--- config.mk ---
export PLATFORM = sky130hd
export DESIGN_NAME = sleep_timeout_queue
export DESIGN_NICKNAME = d
export VERILOG_FILES = /design/src/rtl/stq_pkg.sv /design/src/rtl/stq_ctrl.sv /design/src/rtl/stq_datapath.sv /design/src/rtl/sleep_timeout_queue.sv
export SDC_FILE = /design/constraint.sdc
export NUM_CORES = 2
export LEC_CHECK = 0
export ABC_AREA = 1
export ABC_CLOCK_PERIOD_IN_PS = 9400
export BUFFER_PORTS_ARGS = -buffer_cell sky130_fd_sc_hd__clkbuf_2
export CORE_MARGIN = 8
export CORE_UTILIZATION = 35
export DETAILED_ROUTE_END_ITERATION = 8
export GPL_TIMING_DRIVEN = 0
export SLEW_MARGIN = 25
export SYNTH_ARGS = -nofsm -noshare
export SYNTH_HDL_FRONTEND = slang
export SYNTH_SLANG_ARGS = --single-unit
--- constraint.sdc ---
create_clock -name clk -period 9.4 [get_ports clk]
set_input_delay 1.88 -clock clk [delete_from_list [all_inputs] [get_ports clk]]
set_output_delay 1.88 -clock clk [all_outputs]
set_load 0.02 [all_outputs]
--- src/rtl/stq_pkg.sv ---
// Shared types and constants for the sleep timeout queue.
// Used by stq_ctrl, stq_datapath and sleep_timeout_queue; no dependencies.
`timescale 1ns / 1ps

package stq_pkg;

  // Queue geometry
  localparam int MAX_SLEEPERS = 16;
  localparam int IDX_W        = $clog2(MAX_SLEEPERS);
  localparam int CNT_W        = $clog2(MAX_SLEEPERS + 1);

  // At most this many threads are released by one tick
  localparam int RESULTS_CAP  = 16;
  localparam int WAKE_W       = $clog2(RESULTS_CAP + 1);

  // Field widths
  localparam int TICK_W   = 20;
  localparam int US_W     = 32;
  localparam int THREAD_W = 4;
  localparam int SEC_W    = 32;
  localparam int NSEC_W   = 30;
  localparam int NS_W     = 31;  // nanosecond sum before carry into seconds

  // Stream payload widths
  localparam int IN_DATA_W  = 40;  // thread_id, sleep_us, zero fill
  localparam int OUT_DATA_W = 72;  // status, woken_thread, time_sec, time_nsec, zero fill

  // Time constants
  localparam logic [US_W-1:0]   US_LIMIT   = 32'd1000000;
  localparam logic [NS_W-1:0]   NS_PER_SEC = 31'd1000000000;
  localparam logic [NS_W-1:0]   NS_PER_US  = 31'd1000;
  localparam logic [TICK_W-1:0] TICK_RESET = 20'd1000;

  // Result status codes
  typedef enum logic [1:0] {
    ST_OK      = 2'd0,
    ST_YIELD   = 2'd1,
    ST_INVALID = 2'd2,
    ST_FULL    = 2'd3
  } status_t;

  // Controller states
  typedef enum logic [2:0] {
    S_IDLE,
    S_SLEEP_CHK,
    S_SCAN,
    S_REPLY,
    S_ADVANCE,
    S_CARRY,
    S_WAKE_FIRST,
    S_WAKE_MORE
  } state_t;

  // Controller to datapath commands
  typedef struct packed {
    logic    load;        // capture the input item, clear scan and wake counters
    logic    set_status;  // write status register with status
    status_t status;
    logic    scan_inc;    // step the insertion search
    logic    insert;      // insert the item at the search position
    logic    advance;     // add the tick step to both clocks
    logic    carry;       // move one second out of the nanosecond sum
    logic    pop;         // drop the head entry into the pending slot
    logic    emit;        // load the output register
    logic    emit_woken;
    logic    emit_last;
  } cmd_t;

  // Datapath to controller status
  typedef struct packed {
    logic in_sleep;   // command field of the item on the input port
    logic us_zero;
    logic us_big;
    logic full;
    logic scan_hit;   // entry at the search position wakes earlier
    logic carry_due;
    logic head_due;   // head entry expired and the wake cap not reached
    logic out_free;
  } stat_t;

endpackage

--- src/rtl/stq_ctrl.sv ---
// Controller state machine for the sleep timeout queue.
// Depends on stq_pkg for state, command and status types.
`timescale 1ns / 1ps

module stq_ctrl (
  input  logic           clk,
  input  logic           rst,
  input  logic           in_valid,
  output logic           in_ready,
  input  stq_pkg::stat_t stat,
  output stq_pkg::cmd_t  cmd
);

  stq_pkg::state_t state, state_next;

  // State register
  always_ff @(posedge clk) begin
    if (rst) begin
      state <= stq_pkg::S_IDLE;
    end else begin
      state <= state_next;
    end
  end

  // Next state and commands
  always_comb begin
    state_next = state;
    cmd        = '0;
    cmd.status = stq_pkg::ST_OK;
    in_ready   = 1'b0;
    case (state)
      stq_pkg::S_IDLE: begin
        in_ready = 1'b1;
        if (in_valid) begin
          cmd.load   = 1'b1;
          state_next = stat.in_sleep ? stq_pkg::S_SLEEP_CHK : stq_pkg::S_ADVANCE;
        end
      end
      // Reject checks in priority order
      stq_pkg::S_SLEEP_CHK: begin
        if (stat.us_zero) begin
          cmd.set_status = 1'b1;
          cmd.status     = stq_pkg::ST_YIELD;
          state_next     = stq_pkg::S_REPLY;
        end else if (stat.us_big) begin
          cmd.set_status = 1'b1;
          cmd.status     = stq_pkg::ST_INVALID;
          state_next     = stq_pkg::S_REPLY;
        end else if (stat.full) begin
          cmd.set_status = 1'b1;
          cmd.status     = stq_pkg::ST_FULL;
          state_next     = stq_pkg::S_REPLY;
        end else begin
          state_next = stq_pkg::S_SCAN;
        end
      end
      // Walk the queue one entry a cycle, insert where the walk stops
      stq_pkg::S_SCAN: begin
        if (stat.scan_hit) begin
          cmd.scan_inc = 1'b1;
        end else begin
          cmd.insert = 1'b1;
          state_next = stq_pkg::S_REPLY;
        end
      end
      stq_pkg::S_REPLY: begin
        if (stat.out_free) begin
          cmd.emit      = 1'b1;
          cmd.emit_last = 1'b1;
          state_next    = stq_pkg::S_IDLE;
        end
      end
      stq_pkg::S_ADVANCE: begin
        cmd.advance = 1'b1;
        state_next  = stq_pkg::S_CARRY;
      end
      stq_pkg::S_CARRY: begin
        if (stat.carry_due) begin
          cmd.carry = 1'b1;
        end else begin
          state_next = stq_pkg::S_WAKE_FIRST;
        end
      end
      // No thread pending yet
      stq_pkg::S_WAKE_FIRST: begin
        if (stat.head_due) begin
          cmd.pop    = 1'b1;
          state_next = stq_pkg::S_WAKE_MORE;
        end else if (stat.out_free) begin
          cmd.emit      = 1'b1;
          cmd.emit_last = 1'b1;
          state_next    = stq_pkg::S_IDLE;
        end
      end
      // One thread pending; it is last unless another head is due
      stq_pkg::S_WAKE_MORE: begin
        if (stat.out_free) begin
          cmd.emit       = 1'b1;
          cmd.emit_woken = 1'b1;
          if (stat.head_due) begin
            cmd.pop = 1'b1;
          end else begin
            cmd.emit_last = 1'b1;
            state_next    = stq_pkg::S_IDLE;
          end
        end
      end
      default: begin
        state_next = stq_pkg::S_IDLE;
      end
    endcase
  end

  // The output register is never overwritten while it holds a result
  a_emit_free: assert property (@(posedge clk) disable iff (rst)
    cmd.emit |-> stat.out_free)
    else $error("result emitted while output register busy");

  // Only an expired head is released
  a_pop_due: assert property (@(posedge clk) disable iff (rst)
    cmd.pop |-> stat.head_due)
    else $error("pop of a head that is not due");

  // No insertion into a full queue
  a_insert_room: assert property (@(posedge clk) disable iff (rst)
    cmd.insert |-> !stat.full)
    else $error("insert into full queue");

endmodule

--- src/rtl/stq_datapath.sv ---
// Datapath for the sleep timeout queue: sorted entry cells, clocks,
// tick register and output register. Depends on stq_pkg.
`timescale 1ns / 1ps

module stq_datapath (
  input  logic                            clk,
  input  logic                            rst,
  input  stq_pkg::cmd_t                   cmd,
  output stq_pkg::stat_t                  stat,
  input  logic [stq_pkg::IN_DATA_W-1:0]   s_tdata,
  input  logic                            s_tuser,
  input  logic                            cfg_valid,
  input  logic [stq_pkg::TICK_W-1:0]      cfg_data,
  input  logic                            m_tready,
  output logic                            m_tvalid,
  output logic [stq_pkg::OUT_DATA_W-1:0]  m_tdata,
  output logic                            m_tuser,
  output logic                            m_tlast
);

  // Queue cells, kept sorted by wake time, head at index 0
  logic [stq_pkg::US_W-1:0]     entry_timeout [stq_pkg::MAX_SLEEPERS];
  logic [stq_pkg::THREAD_W-1:0] entry_thread  [stq_pkg::MAX_SLEEPERS];
  logic [stq_pkg::CNT_W-1:0]    entry_count;

  logic [stq_pkg::THREAD_W-1:0] item_thread;
  logic [stq_pkg::US_W-1:0]     item_us;
  logic [stq_pkg::CNT_W-1:0]    scan_pos;
  logic [stq_pkg::WAKE_W-1:0]   wake_cnt;
  logic [stq_pkg::THREAD_W-1:0] pending;
  stq_pkg::status_t             status;

  logic [stq_pkg::TICK_W-1:0]   tick_us;
  logic [stq_pkg::US_W-1:0]     now_us;
  logic [stq_pkg::SEC_W-1:0]    clock_sec;
  logic [stq_pkg::NS_W-1:0]     clock_ns;

  logic [stq_pkg::US_W-1:0]     scan_left;
  logic [stq_pkg::US_W-1:0]     head_left;
  logic [stq_pkg::US_W-1:0]     new_timeout;

  // Remaining time at the search position and at the head
  assign scan_left   = entry_timeout[scan_pos[stq_pkg::IDX_W-1:0]] - now_us;
  assign head_left   = entry_timeout[0] - now_us;
  assign new_timeout = now_us + item_us;

  // Status toward the controller
  always_comb begin
    stat.in_sleep  = s_tuser;
    stat.us_zero   = (item_us == '0);
    stat.us_big    = (item_us > stq_pkg::US_LIMIT);
    stat.full      = (entry_count == stq_pkg::CNT_W'(stq_pkg::MAX_SLEEPERS));
    stat.scan_hit  = (scan_pos < entry_count) && (scan_left < item_us);
    stat.carry_due = (clock_ns >= stq_pkg::NS_PER_SEC);
    stat.head_due  = (entry_count != '0)
                     && ((head_left == '0) || head_left[stq_pkg::US_W-1])
                     && (wake_cnt != stq_pkg::WAKE_W'(stq_pkg::RESULTS_CAP));
    stat.out_free  = !m_tvalid || m_tready;
  end

  // Item capture, search and wake bookkeeping
  always_ff @(posedge clk) begin
    if (rst) begin
      scan_pos <= '0;
      wake_cnt <= '0;
      status   <= stq_pkg::ST_OK;
    end else if (cmd.load) begin
      scan_pos <= '0;
      wake_cnt <= '0;
      status   <= stq_pkg::ST_OK;
    end else begin
      if (cmd.scan_inc) begin
        scan_pos <= scan_pos + 1'b1;
      end
      if (cmd.pop) begin
        wake_cnt <= wake_cnt + 1'b1;
      end
      if (cmd.set_status) begin
        status <= cmd.status;
      end
    end
  end

  always_ff @(posedge clk) begin
    if (cmd.load) begin
      item_thread <= s_tdata[stq_pkg::THREAD_W-1:0];
      item_us     <= s_tdata[stq_pkg::THREAD_W +: stq_pkg::US_W];
    end
    if (cmd.pop) begin
      pending <= entry_thread[0];
    end
  end

  // Entry count
  always_ff @(posedge clk) begin
    if (rst) begin
      entry_count <= '0;
    end else if (cmd.insert) begin
      entry_count <= entry_count + 1'b1;
    end else if (cmd.pop) begin
      entry_count <= entry_count - 1'b1;
    end
  end

  // Cell shifting: insert moves the tail up, pop moves everything down
  always_ff @(posedge clk) begin
    if (cmd.insert) begin
      if (scan_pos == '0) begin
        entry_timeout[0] <= new_timeout;
        entry_thread[0]  <= item_thread;
      end
      for (int i = 1; i < stq_pkg::MAX_SLEEPERS; i++) begin
        if (stq_pkg::CNT_W'(i) == scan_pos) begin
          entry_timeout[i] <= new_timeout;
          entry_thread[i]  <= item_thread;
        end else if (stq_pkg::CNT_W'(i) > scan_pos) begin
          entry_timeout[i] <= entry_timeout[i-1];
          entry_thread[i]  <= entry_thread[i-1];
        end
      end
    end else if (cmd.pop) begin
      for (int i = 0; i < stq_pkg::MAX_SLEEPERS - 1; i++) begin
        entry_timeout[i] <= entry_timeout[i+1];
        entry_thread[i]  <= entry_thread[i+1];
      end
    end
  end

  // Tick step register
  always_ff @(posedge clk) begin
    if (rst) begin
      tick_us <= stq_pkg::TICK_RESET;
    end else if (cfg_valid) begin
      tick_us <= cfg_data;
    end
  end

  // Clocks: add the step, then carry whole seconds one per cycle
  always_ff @(posedge clk) begin
    if (rst) begin
      now_us    <= '0;
      clock_sec <= '0;
      clock_ns  <= '0;
    end else if (cmd.advance) begin
      now_us   <= now_us + stq_pkg::US_W'(tick_us);
      clock_ns <= clock_ns + stq_pkg::NS_W'(tick_us) * stq_pkg::NS_PER_US;
    end else if (cmd.carry) begin
      clock_ns  <= clock_ns - stq_pkg::NS_PER_SEC;
      clock_sec <= clock_sec + 1'b1;
    end
  end

  // Output register
  always_ff @(posedge clk) begin
    if (rst) begin
      m_tvalid <= 1'b0;
    end else if (cmd.emit) begin
      m_tvalid <= 1'b1;
    end else if (m_tready) begin
      m_tvalid <= 1'b0;
    end
  end

  always_ff @(posedge clk) begin
    if (cmd.emit) begin
      m_tdata <= {4'b0000,
                  clock_ns[stq_pkg::NSEC_W-1:0],
                  clock_sec,
                  cmd.emit_woken ? pending : stq_pkg::THREAD_W'(0),
                  status};
      m_tuser <= cmd.emit_woken;
      m_tlast <= cmd.emit_last;
    end
  end

  // Queue never holds more entries than cells
  a_count_range: assert property (@(posedge clk) disable iff (rst)
    entry_count <= stq_pkg::CNT_W'(stq_pkg::MAX_SLEEPERS))
    else $error("entry count beyond queue depth");

  // Wake counter stays within the per-tick cap
  a_wake_cap: assert property (@(posedge clk) disable iff (rst)
    wake_cnt <= stq_pkg::WAKE_W'(stq_pkg::RESULTS_CAP))
    else $error("wake count beyond cap");

  // Reported nanoseconds are always carried fully into seconds
  a_nsec_carried: assert property (@(posedge clk) disable iff (rst)
    cmd.emit |-> clock_ns < stq_pkg::NS_PER_SEC)
    else $error("result emitted with uncarried nanoseconds");

endmodule

--- src/rtl/sleep_timeout_queue.sv ---
// Top level of the sleep timeout queue: sorted timer queue with clocks.
// Instantiates stq_ctrl and stq_datapath; types from stq_pkg.
//
//  channel  direction  handshake           payload
//  s_*      in         s_tvalid/s_tready   tuser: command; tdata: thread_id, sleep_us
//  m_*      out        m_tvalid/m_tready   tuser: woken_valid; tlast: last;
//                                          tdata: status, woken_thread, time_sec, time_nsec
//  cfg_*    in         cfg_valid/cfg_ready cfg_data: tick_us, always ready
//
// Sleep request: range and room checks, then an insertion search that walks the queued
// entries (up to MAX_SLEEPERS - 1), then the reply; rejects skip the search.
// Tick: advance both clocks, carry whole seconds (at most 2), release expired threads
// (at most 16) or send one empty result; the sequencer handles one item at a time.
// Reset (rst, synchronous) empties the queue, zeroes the clocks, sets tick_us to 1000.
// A stalled output holds the sequencer; a new item is taken while the last result waits.
`timescale 1ns / 1ps

module sleep_timeout_queue (
  input  logic                            clk,
  input  logic                            rst,
  input  logic                            s_tvalid,
  output logic                            s_tready,
  input  logic [stq_pkg::IN_DATA_W-1:0]   s_tdata,   // [3:0] thread_id, [35:4] sleep_us
  input  logic                            s_tuser,   // [0] command
  output logic                            m_tvalid,
  input  logic                            m_tready,
  output logic [stq_pkg::OUT_DATA_W-1:0]  m_tdata,   // [1:0] status, [5:2] woken_thread,
                                                     // [37:6] time_sec, [67:38] time_nsec
  output logic                            m_tuser,   // [0] woken_valid
  output logic                            m_tlast,
  input  logic                            cfg_valid,
  output logic                            cfg_ready,
  input  logic [stq_pkg::TICK_W-1:0]      cfg_data   // tick_us
);

  stq_pkg::cmd_t  cmd;
  stq_pkg::stat_t stat;

  assign cfg_ready = 1'b1;

  // Sequencer
  stq_ctrl u_ctrl (
    .clk      (clk),
    .rst      (rst),
    .in_valid (s_tvalid),
    .in_ready (s_tready),
    .stat     (stat),
    .cmd      (cmd)
  );

  // Queue cells, clocks and output register
  stq_datapath u_datapath (
    .clk       (clk),
    .rst       (rst),
    .cmd       (cmd),
    .stat      (stat),
    .s_tdata   (s_tdata),
    .s_tuser   (s_tuser),
    .cfg_valid (cfg_valid),
    .cfg_data  (cfg_data),
    .m_tready  (m_tready),
    .m_tvalid  (m_tvalid),
    .m_tdata   (m_tdata),
    .m_tuser   (m_tuser),
    .m_tlast   (m_tlast)
  );

endmodule

## After elaboration in Yosys (flattened, before gate mapping)

Memory sizes are Yosys's and may differ from the RTL's. A register that Yosys moved wholly into a read port is not among the register bits.
Index checks and enable logic that the tools add are counted.

- Register bits after elaboration: 246
- RAM bits: 576
- Input port bits: 66
- Memories kept: 2

- Add/sub/neg operators: 11
- Multiply operators: 1
- Magnitude comparators: 19
- Eq/ne operators: 29
- Muxes and demuxes: 213
- Bitwise operators: 61
- Reduce and logical (&&, ||, !) cells: 17

Memory list:

| name | words | bits a word | rd ports | clocked after Yosys merged registers in | wr ports | line | source |
|---|---|---|---|---|---|---|---|
| u_datapath.entry_timeout | 16 | 32 | 17 | 1 | 16 | stq_datapath.sv:22 | `logic [stq_pkg::US_W-1:0] entry_timeout [stq_pkg::MAX_SLEEPERS];` |
| u_datapath.entry_thread | 16 | 4 | 16 | 0 | 16 | stq_datapath.sv:23 | `logic [stq_pkg::THREAD_W-1:0] entry_thread [stq_pkg::MAX_SLEEPERS];` |

Operators by type and width:

| kind | count |
|---|---|
| 2-to-1 mux 32 bit | 30 |
| 2-to-1 mux 4 bit | 33 |
| 2-to-1 mux 1 bit | 128 |
| zero test 32 bit | 2 |
| subtractor 32 bit | 2 |
| 2-to-1 mux 31 bit | 2 |
| OR 1 bit | 60 |
| == test 4 x 5 -> 1 bit, first input constant | 8 |
| > comparator 4 x 5 -> 1 bit, first input constant | 8 |
| 2-to-1 mux 3 bit | 13 |
| adder 32 x 1 -> 32 bit, second input constant | 1 |
| adder 32 x 20 -> 32 bit | 1 |
| adder 32 bit | 1 |
| > comparator 32 x 20 -> 1 bit, second input constant | 1 |
| less-than comparator 32 bit | 1 |
| adder 31 x 30 -> 31 bit | 1 |
| greater-or-equal comparator 31 x 30 -> 1 bit, second input constant | 1 |
| subtractor 31 x 30 -> 31 bit, second input constant | 1 |
| multiplier 20 x 7 -> 27 bit, second input constant | 1 |
| one-hot mux 3 bit (8 select lines) | 1 |
| == test 3 x 5 -> 1 bit, first input constant | 4 |
| > comparator 3 x 5 -> 1 bit, first input constant | 4 |
| adder 5 x 1 -> 5 bit, second input constant | 3 |
| == test 3 bit, second input constant | 4 |
| other kinds (26) | 40 |

## Longest topological paths before layout

An unclocked memory read counts as a cell.

- Depth in word-level cells: 13
- Depth in mapped cells: 42
- Gate-level depth less buffers: 37

## Modules after synthesis

A second synthesis with hierarchy kept.

- Cells, all modules: 7,051
- Area total of the unflattened synthesis: 55,405.6 um^2

Modules (own cells, without submodules):

| module | instances | cells each | area an instance (um^2) | seq. area each (um^2) |
|---|---|---|---|---|
| stq_datapath | 1 | 6,980 | 54,994.0 | 23,192.2 |
| stq_ctrl | 1 | 69 | 400.4 | 60.1 |
| sleep_timeout_queue | 1 | 2 | 11.3 | 0.0 |

## Worst setup path before layout

Ideal clock, no wire load.

- Kind: reg2reg
- Start point: register with a tool-made name
- End point: memory u_datapath.entry_thread[0][0] in the netlist's numbering (enable)
- Library setup time: 479 ps
- Arrival: 7,845 ps
- Path slack: 1,076 ps
- Stages on the path, launching flop included: 35
- Buffers on the path: 5
- Path through: dfxtp_1 > clkbuf_1 > clkbuf_1 > clkbuf_1 > clkbuf_1 > a21oi_1 > o221ai_1 > nand2_1 > inv_1 > ha_1 > inv_1 > fa_1 > nand3_1 > nand2_1 > nand2_1 > o211ai_1 > nand2_1 > nand2_1 > nand3_1 > o211ai_1 > nand3_1 > o21ai_0 > a21boi_0 > o21ai_0 > xor2_1 > ha_1 > nand2_1 > nor4_1 > nand3_1 > nand2_1 > nand2_2 > inv_2 > clkbuf_1 > nand3_1 > o21ai_0

RTL lines:

| element | line |
|---|---|
| end: declaration | stq_datapath.sv:23 |

==> run_summary.xml <==
<?xml version="1.0" encoding="UTF-8"?>
<metrics>
  <group name="status">
    <metric name="result_of_the_run" unit="">finished, violations left</metric>
    <metric name="violations" unit="">DRC, setup timing</metric>
  </group>
  <group name="cts">
    <metric name="ctsRootBufferMaster" unit="">clkbuf_16</metric>
    <metric name="cts_buffer_depth" unit="">3</metric>
    <metric name="clkLatencyLatePin" unit="ns">0.79</metric>
    <metric name="holdBufCountCts" unit="">0</metric>
    <metric name="path_clk_slew" unit="ns">0.07</metric>
    <metric name="cts_htree_levels" unit="">3</metric>
    <metric name="numClockSinks" unit="">820</metric>
    <metric name="tritoncts" unit="">done</metric>
    <metric name="cts_buffers" unit="">101</metric>
  </group>
  <group name="cells_and_area">
    <metric name="num-nets-final" unit="">7423</metric>
    <metric name="post-route-util" unit="%">40.8</metric>
    <metric name="synthToLayoutAreaGrowth" unit="%">15.6</metric>
    <metric name="drive_gt1_share" unit="%">8.94</metric>
    <metric name="fillCellCount" unit="">15976</metric>
    <metric name="final_cell_count_no_fill" unit="">9188</metric>
    <metric name="final_cell_area" unit="µm²">62900</metric>
  </group>
  <group name="global_route">
    <metric name="grt_pass1_vias" unit="">51499</metric>
    <metric name="gr-max-usage-layer" unit="">met2</metric>
    <metric name="grt_start_max_net_pins" unit="">37</metric>
    <metric name="antenna_violations_before_repair" unit="">41</metric>
    <metric name="grt.met1_usage" unit="%">46.5</metric>
    <metric name="use_met2" unit="%">51.0</metric>
    <metric name="gr-usage-met3" unit="%">13.3</metric>
    <metric name="grt_usage" unit="%">36.2</metric>
    <metric name="overflow_left_after_global_routing" unit="">0</metric>
    <metric name="grt_pass1_wl" unit="mm">428</metric>
  </group>
  <group name="synth">
    <metric name="ffs_w_async_s_r_synth" unit="%">0</metric>
    <metric name="synth_top_cell_area_share" unit="%">37.7</metric>
    <metric name="synth.ff_latch_count" unit="">820</metric>
    <metric name="postSynth.topFlopCell" unit="">edfxtp_1</metric>
    <metric name="post_synth_num_cell_types" unit="">60</metric>
    <metric name="yosysWarnings" unit="">0</metric>
    <metric name="synthTopCellsByArea" unit="">edfxtp_1 38%, nand2_1 10%, o21ai_0 9.1%, inv_1 5.9%, ha_1 5.8%</metric>
    <metric name="synth_edf_count" unit="">683</metric>
    <metric name="post_synth_inst_count" unit="">6731</metric>
    <metric name="post-synth-top-area-cell" unit="">edfxtp_1</metric>
    <metric name="ys_seq_area_share" unit="%">42.8</metric>
    <metric name="postSynthAreaPerCell" unit="µm²">8.08</metric>
    <metric name="post_synth_instance_area" unit="µm²">54400</metric>
  </group>
  <group name="drt">
    <metric name="final_routed_wire_length_divided_by_cell_count" unit="µm">34.8</metric>
    <metric name="vias_per_cell" unit="">6.21</metric>
    <metric name="first_pass_iters" unit="">9</metric>
    <metric name="drt-initial-drc-count" unit="">9638</metric>
    <metric name="vias" unit="">57060</metric>
    <metric name="drc_errors" unit="">6</metric>
    <metric name="drt_wl_total" unit="mm">320</metric>
    <metric name="antenna_nets_post_route" unit="">0</metric>
  </group>
  <group name="critical_path">
    <metric name="reg2reg_depth" unit="">29</metric>
    <metric name="worst-r2r-setup-slack" unit="ns">-0.22</metric>
    <metric name="worstSetupStartpointType" unit="">flip-flop</metric>
    <metric name="critical_path.slowest_cell" unit="">clkbuf_1</metric>
    <metric name="worst-path-max-fanout" unit="">10</metric>
    <metric name="cp_data_arrival_time" unit="ns">10.02</metric>
    <metric name="setup.worst_path.class" unit="">flip-flop to flip-flop</metric>
    <metric name="worst-endpoint-required" unit="ns">9.81</metric>
    <metric name="timing.critical_path.to_type" unit="">flip-flop</metric>
    <metric name="critical-path-max-stage-delay" unit="ns">0.94</metric>
    <metric name="worst_r2r_endpoint" unit="">u_datapath.entry_timeout[6][6]</metric>
    <metric name="cpMostUsedCell" unit="">nand2_1</metric>
  </group>
  <group name="pwr">
    <metric name="pwr_density_cell" unit="nW/µm²">396</metric>
    <metric name="worst_ir_drop_vdd" unit="mV">0.204</metric>
    <metric name="power.total" unit="mW">24.9</metric>
    <metric name="p_leak" unit="nW">25.6</metric>
  </group>
  <group name="floorplanning">
    <metric name="design.portCount" unit="">143</metric>
    <metric name="floorplan.die.width" unit="µm">410</metric>
    <metric name="floorplan.die_area" unit="µm²">168000</metric>
    <metric name="die_boundary_height" unit="µm">410</metric>
    <metric name="initial_core_util" unit="%">35.3</metric>
    <metric name="core.rowCount" unit="">144</metric>
    <metric name="core_area" unit="µm²">154000</metric>
  </group>
  <group name="placed_design">
    <metric name="placement.io_buffers" unit="">130</metric>
    <metric name="detailed_place.area" unit="µm²">59200</metric>
    <metric name="place.detailed.instances" unit="">8973</metric>
    <metric name="place.gp.congestion" unit="">1.05</metric>
    <metric name="worst_slack_at_placement" unit="ns">-1.99</metric>
    <metric name="dpl_hpwl" unit="mm">244</metric>
  </group>
  <group name="timing">
    <metric name="setup_viol" unit="">61</metric>
    <metric name="fin_crit_sh" unit="%">102</metric>
    <metric name="finalHoldWorstSlack" unit="ns">0.437</metric>
    <metric name="unrepaired_setup_endpoints_after_global_routing" unit="">true</metric>
    <metric name="max-slew-margin-rel" unit="%">13.3</metric>
    <metric name="hold_viol_final" unit="">0</metric>
    <metric name="maxClockFrequency" unit="GHz">0.104</metric>
    <metric name="timing.final.crit_period" unit="ns">9.62</metric>
    <metric name="fin_skew" unit="ns">0.0755</metric>
    <metric name="layout_setup_ws" unit="ns">-0.217</metric>
    <metric name="total_negative_slack" unit="ns">-5.38</metric>
    <metric name="timing.final.max_slew_violations" unit="">0</metric>
    <metric name="tightestPinTransition" unit="ns">1.30</metric>
  </group>
  <group name="job">
    <metric name="number_of_max_capacitance_violations_reported" unit="">0</metric>
  </group>
  <group name="worst_hold_path">
    <metric name="whs_path_depth" unit="">0</metric>
    <metric name="hold_path.startpoint" unit="">u_datapath.status[0]</metric>
    <metric name="hold_path_class" unit="">flip-flop to flip-flop</metric>
    <metric name="holdPathEnd" unit="">u_datapath.m_tdata[0]</metric>
  </group>
</metrics>
==> cell families (layout without fill, tap and decap cells) <==
kind of cell	count (synthesis)	in the layout	share of synthesized area, %
other	2	36	0.0138
muxes	1	1	0.0184
AOI/OAI and AO/OA	2078	2078	21.7
and+or+nand+nor	2135	2135	15.7
DFF	820	820	42.8
buffers and inverters	1237	1616	9.17
adders and majority gates	326	326	8.55
xor gates and xnor gates	132	132	2.15
==> critical path: cells and delay by family (launching register included) <==
kind | cells | cell delay [ns]
buffers and inverters | 5 | 2.61
AOI/OAI and AO/OA | 11 | 2.78
DFF | 1 | 0.32
xor gates and xnor gates | 1 | 0.24
and+or+nand+nor | 10 | 2.42
adders and majority gates | 2 | 0.83
==> Yosys cell counts (8+ instances only) <==
| master | number |
|---|---|
| buf_1 | 10 |
| o21bai_1 | 9 |
| o21ai_1 | 118 |
| nor2_1 | 408 |
| or2_2 | 9 |
| xor2_1 | 80 |
| a21oi_1 | 456 |
| o22ai_1 | 56 |
| ha_1 | 250 |
| o21a_1 | 10 |
| clkbuf_1 | 270 |
| o21ai_0 | 993 |
| inv_1 | 851 |
| a211oi_1 | 9 |
| buf_4 | 18 |
| o211ai_1 | 174 |
| a21boi_0 | 9 |
| dfxtp_1 | 137 |
| nand3_1 | 106 |
| buf_6 | 29 |
| inv_2 | 8 |
| o221ai_1 | 174 |
| fa_1 | 76 |
| a21o_1 | 12 |
| nor3_1 | 52 |
| nand2_1 | 1460 |
| nor4_1 | 27 |
| a31oi_1 | 41 |
| xnor2_1 | 51 |
| edfxtp_1 | 683 |
| buf_2 | 44 |
| nand4_1 | 43 |
==> state kept, by name, indices dropped and copies added, names as in the netlist, 20 cells and up, named ones only <==
signal / count
u_datapath.now_us: 32
u_datapath.item_us: 32
u_datapath.clock_sec: 32
u_datapath.entry_timeout: 512
u_datapath.tick_us: 20
u_datapath.m_tdata: 65
u_datapath.entry_thread: 64
u_datapath.clock_ns: 28
==> metal layers <==
| metal | part of all wire, % | vias to the layer above |
|---|---|---|
| met3 | 14 | 1085 |
| met2 | 40 | 4571 |
| met4 | 8.2 | 18 |
| met1 | 38 | 27550 |
| li1 | - | 23836 |
| met5 | 0.091 | - |
==> power by group <==
group	total (mW)	switching (mW)	internal (mW)	leakage, nW
logic	14.0	10.0	3.97	16.6
clock network	4.14	1.84	2.31	1.63
registers	6.77	0.989	5.79	7.42
total	24.9	12.8	12.1	25.6
==> repair_timing <==
item / in CTS / in global routing
pin swaps: 0 / 3
resized for setup: 63 / 30
setup buffers: 0 / 3
setup endpoints to repair: 1065 / 526
==> cell usage in the layout (no fill, tap or decap), drive strengths merged, types with 10 or more instances in the layout <==
master,instances
clkbuf,522
a21o,12
a31oi,41
nor4,27
o22ai,56
edfxtp,683
buf,171
nand2,1466
ha,250
xor2,80
nor2,411
nor3,54
diode,28
nand3,107
fa,76
xnor2,51
inv,865
o21a,10
clkinv,45
dfxtp,137
or2,10
nand4,43
o211ai,174
a21oi,457
o21ai,1112
o221ai,174
==> final cells by class <==
| class | instances | area [µm²] | share of cell area [%] |
|---|---|---|---|
| multi-input cells | 4680 | 26700 | 42.5 |
| clock buffers | 129 | 2720 | 4.32 |
| well taps | 2044 | 2560 | 4.07 |
| clock inverters | 59 | 647 | 1.03 |
| plain buffers | 369 | 1900 | 3.03 |
| repair buffers | 195 | 1780 | 2.83 |
| flip-flops and latches | 820 | 23300 | 37.0 |
| diodes | 28 | 70.1 | 0.111 |
| inverters | 864 | 3250 | 5.16 |
==> worst max path at each step <==
stage | from | end | slack [ns] | cells after the start
after global placement | flip-flop | u_datapath.entry_timeout[5][13] | -7.43 | 29
final | flip-flop | u_datapath.entry_timeout[6][6] | -0.22 | 29
after global routing | flip-flop | u_datapath.entry_timeout[6][6] | -0.12 | 39
after detailed placement | flip-flop | u_datapath.entry_thread[0][49] | -1.99 | 35
after CTS | flip-flop | u_datapath.entry_timeout[11][10] | 0.11 | 37
after floorplan | flip-flop | u_datapath.entry_thread[0][0] | 1.08 | 34
(Power assumes the default switching activity.)
